## config.mk

```make
export PLATFORM = sky130hd
export DESIGN_NAME = otb_ctrl
export DESIGN_NICKNAME = d
export VERILOG_FILES = /design/src/sv/otb_pkg.sv /design/src/sv/otb_ctrl.sv
export SDC_FILE = /design/constraint.sdc
export NUM_CORES = 1
export LEC_CHECK = 0
export ABC_AREA = 1
export BUFFER_PORTS_ARGS = -buffer_cell sky130_fd_sc_hd__buf_2
export CORE_UTILIZATION = 45
export CTS_CLUSTER_DIAMETER = 80
export CTS_CLUSTER_SIZE = 25
export DETAILED_ROUTE_END_ITERATION = 16
export HOLD_SLACK_MARGIN = 0.08
export PLACE_DENSITY_LB_ADDON = 0.12
export SYNTH_ARGS = -nofsm -noshare
export SYNTH_HDL_FRONTEND = slang
export SYNTH_SLANG_ARGS = --single-unit
```

## constraint.sdc

```tcl
create_clock -name clk -period 1.6 [get_ports clk]
set_clock_uncertainty 0.05 [all_clocks]
set_input_delay 0.32 -clock clk [delete_from_list [all_inputs] [get_ports clk]]
set_output_delay 0.32 -clock clk [all_outputs]
set_load 0.01 [all_outputs]
```

## src/sv/otb_pkg.sv

```systemverilog
`default_nettype none
package otb_pkg;

  localparam int unsigned GRAY_BITS = 8;
  localparam int unsigned BIN_COUNT = 256;
  localparam int unsigned ADDR_BITS = 8;

  // Fixed-point luma weights with eight fraction bits.
  localparam logic [7:0] LUMA_R = 8'd77;
  localparam logic [7:0] LUMA_G = 8'd151;
  localparam logic [7:0] LUMA_B = 8'd28;

  localparam logic       REG_USE_FIXED   = 1'b0;
  localparam logic       REG_FIXED_LEVEL = 1'b1;
  localparam logic [7:0] FIXED_LEVEL_RST = 8'd127;

  localparam logic KIND_ACCUMULATE = 1'b0;
  localparam logic KIND_CLASSIFY   = 1'b1;

  // Operations run on the shared shift-and-add multiplier.
  typedef enum logic [2:0] {
    MOP_SN,   // S1 * N
    MOP_SG,   // S * n1, then absolute difference
    MOP_SQ,   // difference squared
    MOP_DEN,  // n1 * n2
    MOP_LHS,  // candidate numerator * best denominator
    MOP_RHS   // best numerator * candidate denominator
  } mop_t;

  typedef struct packed {
    logic take_item;
    logic wr_acc;
    logic sweep_init;
    logic upd_sweep;
    logic next_k;
    logic clr_init;
    logic wr_clr;
    logic mul_start;
    mop_t mul_op;
    logic load_cls;
    logic load_rep;
  } otb_cmd_t;

  typedef struct packed {
    logic kind;
    logic last;
    logic n_zero;
    logic have;
    logic k_end;
    logic clr_end;
    logic mul_done;
    logic out_free;
  } otb_sts_t;

  function automatic logic [7:0] luma(input logic [7:0] r, input logic [7:0] g,
                                      input logic [7:0] b);
    logic [15:0] sum;
    sum = 16'(r) * 16'(LUMA_R) + 16'(g) * 16'(LUMA_G) + 16'(b) * 16'(LUMA_B);
    return sum[15:8];
  endfunction

endpackage
`default_nettype wire

```

## src/sv/otb_ctrl.sv

```systemverilog
`default_nettype none
module otb_ctrl import otb_pkg::*; (
  input  wire logic     clk,
  input  wire logic     rst_n,
  input  wire logic     in_tvalid,
  output logic          in_tready,
  input  wire otb_sts_t sts,
  output otb_cmd_t      cmd
);

  typedef enum logic [3:0] {
    S_CLR, S_IDLE, S_ACC_WR, S_CLS_OUT, S_SW_RD, S_SW_UPD, S_SW_CHK,
    S_MUL_GO, S_MUL_WAIT, S_NEXT_T, S_REP_OUT
  } state_t;

  state_t state_r, state_nxt;
  mop_t   op_r, op_nxt;
  logic   rep_r, rep_nxt;

  always_comb begin
    state_nxt = state_r;
    op_nxt    = op_r;
    rep_nxt   = rep_r;
    cmd       = '0;
    cmd.mul_op = op_r;
    in_tready = 1'b0;
    case (state_r)
      S_CLR: begin
        cmd.wr_clr = 1'b1;
        if (sts.clr_end) begin
          state_nxt = rep_r ? S_REP_OUT : S_IDLE;
        end
      end
      S_IDLE: begin
        in_tready = 1'b1;
        if (in_tvalid) begin
          cmd.take_item = 1'b1;
          state_nxt = S_ACC_WR;
        end
      end
      S_ACC_WR: begin
        if (sts.kind == KIND_CLASSIFY) begin
          state_nxt = S_CLS_OUT;
        end else begin
          cmd.wr_acc = 1'b1;
          if (sts.last) begin
            cmd.sweep_init = 1'b1;
            state_nxt = S_SW_RD;
          end else begin
            state_nxt = S_IDLE;
          end
        end
      end
      S_CLS_OUT: begin
        if (sts.out_free) begin
          cmd.load_cls = 1'b1;
          state_nxt = S_IDLE;
        end
      end
      S_SW_RD:  state_nxt = S_SW_UPD;
      S_SW_UPD: begin
        cmd.upd_sweep = 1'b1;
        state_nxt = S_SW_CHK;
      end
      S_SW_CHK: begin
        if (sts.n_zero) begin
          state_nxt = S_NEXT_T;
        end else begin
          op_nxt = MOP_SN;
          state_nxt = S_MUL_GO;
        end
      end
      S_MUL_GO: begin
        cmd.mul_start = 1'b1;
        state_nxt = S_MUL_WAIT;
      end
      S_MUL_WAIT: begin
        if (sts.mul_done) begin
          state_nxt = S_MUL_GO;
          case (op_r)
            MOP_SN:  op_nxt = MOP_SG;
            MOP_SG:  op_nxt = MOP_SQ;
            MOP_SQ:  op_nxt = MOP_DEN;
            MOP_DEN: begin
              if (sts.have) begin
                op_nxt = MOP_LHS;
              end else begin
                state_nxt = S_NEXT_T;
              end
            end
            MOP_LHS: op_nxt = MOP_RHS;
            default: state_nxt = S_NEXT_T;
          endcase
        end
      end
      S_NEXT_T: begin
        if (sts.k_end) begin
          cmd.clr_init = 1'b1;
          rep_nxt = 1'b1;
          state_nxt = S_CLR;
        end else begin
          cmd.next_k = 1'b1;
          state_nxt = S_SW_RD;
        end
      end
      S_REP_OUT: begin
        if (sts.out_free) begin
          cmd.load_rep = 1'b1;
          rep_nxt = 1'b0;
          state_nxt = S_IDLE;
        end
      end
      default: state_nxt = S_IDLE;
    endcase
  end

  always_ff @(posedge clk) begin
    if (!rst_n) begin
      state_r <= S_CLR;
      op_r    <= MOP_SN;
      rep_r   <= 1'b0;
    end else begin
      state_r <= state_nxt;
      op_r    <= op_nxt;
      rep_r   <= rep_nxt;
    end
  end

endmodule
`default_nettype wire

```

-- Yosys cells after proc, flatten, opt, wreduce, memory -nomap -nowiden
Cells that the tools add are included.
- add/subtract/negate cells: 0
- multipliers: 0
- divide/modulo/power cells: 0
- magnitude comparators: 0
- equal/unequal tests: 23
- shift operators: 0
- mux-type cells: 35
- bitwise gates (word level): 0
- reductions and logical operators: 9
- operator list (kind ; number):
    4-bit one-hot mux with 10 select lines ; 1
    4-bit two-way mux ; 8
    4-bit by 3-bit equality test with 1-bit output (second input constant) ; 4
    3-bit two-way mux ; 5
    3-bit one-hot mux with 5 select lines ; 1
    1-bit two-way mux ; 14
    4-bit equality test (second input constant) ; 3
    2-bit inequality test (second input constant) ; 6
    4-bit by 2-bit equality test with 1-bit output (second input constant) ; 2
    4-bit one-hot mux with 2 select lines ; 1
    3-bit by 2-bit equality test with 1-bit output (second input constant) ; 2
    2-bit two-way mux ; 3
    6-bit by 2-bit inequality test with 1-bit output (second input constant) ; 1
    3-bit one-hot mux with 2 select lines ; 1
    5-bit AND reduction ; 1
    4-bit by 1-bit equality test with 1-bit output (second input constant) ; 1
    4-bit zero test ; 1
    4-bit AND reduction ; 1
    2-bit nonzero test ; 2
    4-bit OR reduction ; 1
    3-bit by 1-bit equality test with 1-bit output (second input constant) ; 1
    3-bit equality test (second input constant) ; 1
    3-bit zero test ; 1
    3-bit inequality test (second input constant) ; 1
    other kinds (4) ; 4
- register bits after elaboration: 8
- bits in latches: 0
- memory bits (writable): 0
- ROM bits: 0
- input bits: 11
- output and inout port bits: 14
- memories kept: 0

-- Depth between registers and ports, before layout
Gate-level depths: netlist (run 1).
- depth after elaboration: 5
- gate-level depth with buffers: 10

-- Worst setup path after synthesis (run 1)
Ideal clock, no wire load.
- kind: register to output
- from: register state_r[2]
- to: output cmd[10] in the netlist's numbering
- arrival time: 946 ps
- required time: 1230 ps
- setup slack: 284 ps
- stages on the path, launching flop included: 6
- cell sequence: dfxtp_1 nor2_2 nand2_2 nor2_2 nand2_1 inv_1
- RTL lines (what ; line ; source):
    start: declaration ; otb_ctrl.sv:16 ; state_t state_r, state_nxt;
    start signal: assignment ; otb_ctrl.sv:123 ; state_r <= state_nxt;
    end: declaration ; otb_ctrl.sv:8 ; output otb_cmd_t cmd

==> results of run 1 <==
-- final timing paths --
check | end | cells after the start
worst min-delay path | op_r[2]$_SDFFE_PN0P_ | 3
worst min register to register | op_r[2]$_SDFFE_PN0P_ | 2
worst max-delay path | cmd[10] | 7
worst max register to register | state_r[3]$_SDFFE_PN0P_ | 9
-- state kept, by name, indices dropped and copies added (netlist names) --
signal	count
state_r	4
op_r	3
rep_r	1
-- timing repair --
| action | 4_1_cts | 5_1_grt |
|---|---|---|
| gates cloned | 0 | 0 |
| buffers inserted | 0 | 5 |
| pin swaps | 0 | 5 |
| endpoints found under the setup margin | 5 | 9 |
| hold buffers | 0 | 0 |
| resized for setup | 4 | 10 |
-- logic make-up after synthesis --
| logic type | count (synthesis) | share of synthesized area |
|---|---|---|
| buffers and inverters | 23 | 0.127 |
| and+or+nand+nor | 83 | 0.559 |
| AOI/OAI and AO/OA | 10 | 0.0790 |
| DFF | 8 | 0.235 |
-- layer usage --
layer  vias to the layer above  share of wire  routed length (um)
met4                         0         0.0078                  14
li1                        449              -                   -
met5                         -              0                   0
met3                         2          0.064                 116
met2                        35           0.48                 868
met1                       365           0.45                 802
-- cells in the final DEF (no fill, tap or decap), drive strengths merged --
cell type / Yosys / final
dfxtp: 8 / 8
nor2: 30 / 30
nor3: 1 / 1
nand3: 11 / 11
a21oi: 4 / 4
o21ai: 4 / 4
clkbuf: 0 / 3
o22ai: 1 / 1
nand4: 2 / 2
inv: 23 / 23
o211ai: 1 / 1
buf: 0 / 29
nand3b: 1 / 1
nand2: 38 / 38
-- layout make-up --
type	count	area [um^2]
multi-input combinational	93	439
timing repair buffer	29	164
sequential	8	173
tap	15	18.8
inverter	23	88.8
fill	131	444
clock buffer	3	22.5
-- worst min-delay path: cells and delay by family --
kind / cells / cell delay, ps
buffers and inverters: 1 / 130
and+or+nand+nor: 2 / 90
-- stage by stage --
step | total power, W | worst slack [ps] | instances
floorplan | 0.000488 | 284 | 124
global placement | 0.000581 | 200 | 163
detailed placement | 0.000588 | 180 | 163
CTS | 0.000747 | -29.7 | 166
global route | 0.000842 | -98.7 | 171
finish | 0.000785 | -9.09 | 171
-- power groups by stage --
| stage | clock [W] | combinational, W | sequential, W |
|---|---|---|---|
| 3_3_place_gp | 0 | 0.000332 | 0.000249 |
| 4_1_cts | 0.000156 | 0.000340 | 0.000251 |
| 6_report | 0.000153 | 0.000372 | 0.000260 |
| 5_1_grt | 0.000167 | 0.000412 | 0.000263 |
| 3_5_place_dp | 0 | 0.000337 | 0.000251 |
| 2_1_floorplan | 0 | 0.000242 | 0.000246 |
==> summary.md, run 1 <==
| Metric | Value |
|---|---|
| Sequential share of the synthesized area | 0.235 |
| Drt drc | 0 |
| Final worst slack | -9.09 ps |
| DIE HEIGHT | slightly above 40 um |
| Clock latency on the worst-skew pair | around 250 ps |
| Worst-path cell chain | inv_4, nor2_4, nand2_2, nor2_2, nand2_1, inv_2, buf_6 |
| Max FO, Critical Path | 4 |
| GR met1 Demand/Resource | 0.278 |
| YS warnings | 0 |
| Setup CP Type | reg2out |
| Wire length per cell | 10.5 um |
| Max transition margin | 0.814 |
| Global routing's busiest layer | met2 |
| CP endpoint kind | primary output |
| Clk pwr share | 0.195 |
| Worst Setup SP | state_r[1]$_SDFFE_PN0P_ |
| WP data required | roughly 1200 ps |
| Largest net degree at the start of global routing | 8 |
| Synth-to-Final Area Change | 33.1% |
| Core Area | around 1400 um^2 |
| Critical path's top delay family | simple AND/OR/NAND/NOR gates |
| Tmin final | roughly 1600 ps |
| Share of the synthesized area in the top cell type | 0.235 |
| Cts bufs inserted | 3 |
| Number of global-route vias before repair | approximately 700 |
| Status | finished with violations |
| CTS Root Buffer Type | clkbuf_4 |
| Sink Count | 8 |
| #FFs+latches synth | 8 |
| Post-route cell area | roughly 910 um^2 |
| PwrDens | slightly below 900 nW/um^2 |
| GPL Wtd Cong | approximately 0.80 |
| Reg2reg start | state_r[3]$_SDFFE_PN0P_ |
| VDD IR max | approximately 540 uV |
| Synth Net Count | about 140 |
| Vias | around 850 |
| DP HPWL | 1360 um |
| Gr usage total | 0.233 |
| # rows | 13 |
| Final wirelength | 1800 um |
| Endpoints failing setup | 1 |
| Ratio of cells with drive above 1 in the final layout | 0.346 |
| GR Util met3 | 0.0380 |
| Period utilization | 1.01 |
| Ys async rst share | 0 |
| Horiz. Die Dim | 40.9 um |
| Final Hold Fails | 0 |
| Initial Util | 0.504 |
| H-tree depth | 1 |
| Placed Area | between 800 and 900 um^2 |
| Unrepaired setup endpoints after global routing | yes |
| Worst Tran Pin Value | between 200 and 300 ps |
| Clk pin slew, worst setup/hold paths | 60 ps |
| Final nets | around 170 |
| Clock buffer depth | 2 |
| Synth top area cells | dfxtp_1 (24%), nand2_1 (20%), nor2_1 (12%) |
| Worst Setup Start Kind | register |
| Cells after Synth | approximately 120 |
| DR iter-0 viols | 27 |
| Post-route setup TNS | -9.09 ps |
| Gr ovfl total | 0 |
| Min-delay worst type | in2reg |
| Drt first pass iters | 4 |
| Post-layout util | 0.671 |
| Worst path slowest cell | dfxtp_4 |
| FF-to-FF setup slack | roughly 170 ps |
| Failing checks | setup timing |
| CTS tree | done |
| CP arrival | between 1000 and 1500 ps |
| Syn Area/Cell | roughly 5.5 um^2 |
| Initial antenna violation count | 0 |
| Mapped Area | 681 um^2 |
| Hold path start | rst_n |
| Slew Viols, Final | 0 |
| # port buffers | 24 |
| Sequential share of power | 0.332 |
| Switching Share | 0.423 |
| Achievable frequency | between 600 and 700 MHz |
| Net Sw Power | about 0.00033 W |
| Int Pwr | about 0.00045 W |
| Hold slack | a little under 300 ps |
| Most common cell in the netlist | nand2_1 |
| Yosys cell types | 18 |
| Synth cell count leaders | nand2_1 (36), nor2_1 (22), inv_1 (21) |
| First-pass GRT wire length | 2510 um |
| GR Util met2 | 0.395 |
| Slowest stage delay, CP | between 300 and 400 ps |
| Ports | 25 |
| Routed Antenna Nets | 0 |
| Main flop type after synthesis | dfxtp_1 |
| Cell taking the most area after synthesis | dfxtp_1 |
| Max Cap Viol | 0 |
| Combinational Power Share | 0.473 |
| LEAKAGE | roughly 0.53 nW |
| CP bufs+invs | 3 |
| Post-synth EDFFs | 0 |
| ANT cells | 0 |
| Vias per inst | ~5 |
| Full die area | 1670 um^2 |
(Power assumes the default switching activity.)
==> inputs of run 2 (changes only) <==
--- a/config.mk
+++ b/config.mk
@@ -7,6 +7,7 @@
 export LEC_CHECK = 0
 export ABC_AREA = 1
 export BUFFER_PORTS_ARGS = -buffer_cell sky130_fd_sc_hd__buf_2
+export CORE_MARGIN = 2
 export CORE_UTILIZATION = 45
 export CTS_CLUSTER_DIAMETER = 80
 export CTS_CLUSTER_SIZE = 25
==> summary.md, run 2 (same netlist as run 1, synthesis figures left out) <==
| Metric | Value |
|---|---|
| Worst Hold End | state_r[0]$_SDFFE_PN0P_ |
| Final nets | approximately 170 |
| Drt drc | 0 |
| FF-to-FF setup slack | roughly 140 ps |
| DIE HEIGHT | about 43 um |
| # rows | 14 |
| Most frequent cells in the layout | nand2_1 (34), buf_2 (24), nor2_1 (22), inv_1 (18), nand3_1 (8) |
| Gr usage total | 0.214 |
| Vias | roughly 850 |
| CTS Root Buffer Type | clkbuf_4 |
| LEAKAGE | between 0.5 and 0.6 nW |
| Hold path start | rst_n |
| Sink Count | 8 |
| CP arrival | about 1200 ps |
| Hold path depth | 3 |
| Clk pin slew, worst setup/hold paths | roughly 50 ps |
| # port buffers | 24 |
| GPL Wtd Cong | 0.850 |
| Achievable frequency | 627 MHz |
| Final Hold Fails | 0 |
| Worst R2R Path Depth | 8 |
| CTS tree | done |
| Endpoints failing setup | 0 |
| Reg area | between 150 and 200 um^2 |
| Drt first pass iters | 4 |
| PwrDens | ~850 nW/um^2 |
| Initial Util | 0.468 |
| DR iter-0 viols | 10 |
| Ratio of cells with drive above 1 in the final layout | 0.355 |
| Full die area | approximately 1800 um^2 |
| Slew Viols, Final | 0 |
| Largest net degree at the start of global routing | 8 |
| R2R Path End | op_r[2]$_SDFFE_PN0P_ |
| WP data required | between 1000 and 1500 ps |
| Final wirelength | 1730 um |
| Worst Setup Start Kind | register |
| VDD IR max | 523 uV |
| Ports | 25 |
| Cts bufs inserted | 3 |
| Clock latency on the worst-skew pair | approximately 250 ps |
| Post-Place Cells | between 150 and 200 |
| Max FO, Critical Path | 4 |
| Unrepaired setup endpoints after global routing | yes |
| Initial antenna violation count | 0 |
| Max transition margin | 0.813 |
| CP endpoint kind | primary output |
| Status | complete, no violations |
| Core Area | around 1500 um^2 |
| Area taken by multi-input logic gates | between 400 and 500 um^2 |
| Slowest stage delay, CP | ~360 ps |
| ANT cells | 0 |
| Post-Place Setup Slack | approximately 170 ps |
| Period utilization | 0.996 |
| Non-Filler Instances | 171 |
| Largest registers | state_r (4), op_r (3), rep_r (1) |
| Gr ovfl total | 0 |
| Worst path slowest cell | dfxtp_4 |
| Reg2reg start | state_r[3]$_SDFFE_PN0P_ |
| Final worst slack | 6.11 ps |
| Max Cap Viol | 0 |
| Worst-path cell chain | inv_2, nor2_4, nand2_2, nor2_2, nand2_1, inv_1, buf_2 |
| First-pass GRT wire length | between 2000 and 3000 um |
| Tmin final | roughly 1600 ps |
| Synth-to-Final Area Change | 32.4% |
| Worst Tran Pin Value | about 280 ps |
| Vias per inst | 4.95 |
| Routed Antenna Nets | 0 |
| Most flop-heavy register | state_r |
| Number of global-route vias before repair | 719 |
| Hold buffer count at CTS | 0 |
| Max reg flops | 4 |
| Setup CP Type | reg2out |
| Most common cell after layout, fill and taps aside | nand2_1 |
| Wire length per cell | between 10 and 15 um |
| Min-delay worst type | in2reg |
| Horiz. Die Dim | 42.9 um |
| DP HPWL | around 1400 um |
| H-tree depth | 1 |
| Fillers | 150 |
| Clock buffer depth | 2 |
## run 2: cell types whose count changed in the layout (fill, tap and decap cells not counted), sizes merged
cell / before / now
buf: 29 / 28
## run 2: worst max path at each step
stage	from	endpoint	slack [ps]	cells after the start
CTS	state_r[1]$_SDFFE_PN0P_	cmd[10]	-30	7
detailed placement	state_r[2]$_SDFFE_PN0P_	cmd[10]	170	6
global placement	state_r[2]$_SDFFE_PN0P_	cmd[10]	200	6
floorplan	state_r[2]$_SDFFE_PN0P_	cmd[10]	280	5
finish	state_r[1]$_SDFFE_PN0P_	cmd[10]	6	7
global route	state_r[1]$_SDFFE_PN0P_	cmd[10]	-90	7
## run 2: report_power, final
| part | total (W) | switching (W) | internal, W |
|---|---|---|---|
| logic | 0.000366 | 0.000226 | 0.000140 |
| registers | 0.000253 | 0.0000329 | 0.000220 |
| clock network | 0.000149 | 0.0000631 | 0.0000854 |
| total | 0.000767 | 0.000322 | 0.000445 |
## run 2: layer usage
metal  part of all wire  GRT usage
met1               0.44      0.254
met2               0.49      0.358
met3              0.052     0.0426
met4              0.018      0.113
met5                  0          0
## run 2: what timing repair did
action,in CTS,in global routing
gates resized for setup,4,10
pin swaps,0,3
setup buffers,0,4
endpoints found under the setup margin,7,12
## run 2: metrics by stage
step / power [W] / hold slack (ps) / setup TNS (ps) / util / cell area [um^2]
after floorplan: 0.000488 / 391 / 0 / - / 681
after global placement: 0.000580 / 451 / 0 / 0.565 / 821
after detailed placement: 0.000584 / 456 / 0 / 0.565 / 821
after CTS: 0.000747 / 278 / -47.0 / 0.586 / 852
after global routing: 0.000842 / 295 / -132 / 0.620 / 901
final: 0.000767 / 282 / 0 / 0.620 / 901
## run 2: area by class of cell
cell class	instances	area share
Clock buffer	3	0.0250
Inverter	23	0.0958
Multi-Input combinational cell	93	0.499
Sequential cell	8	0.192
Tap cell	16	0.0222
Timing Repair Buffer	28	0.167
## run 2: worst max-delay path, delay by kind of cell (launching register included)
family	cells	cell delay, ps
flops	1	360
buf+inv	3	240
simple gates	4	370
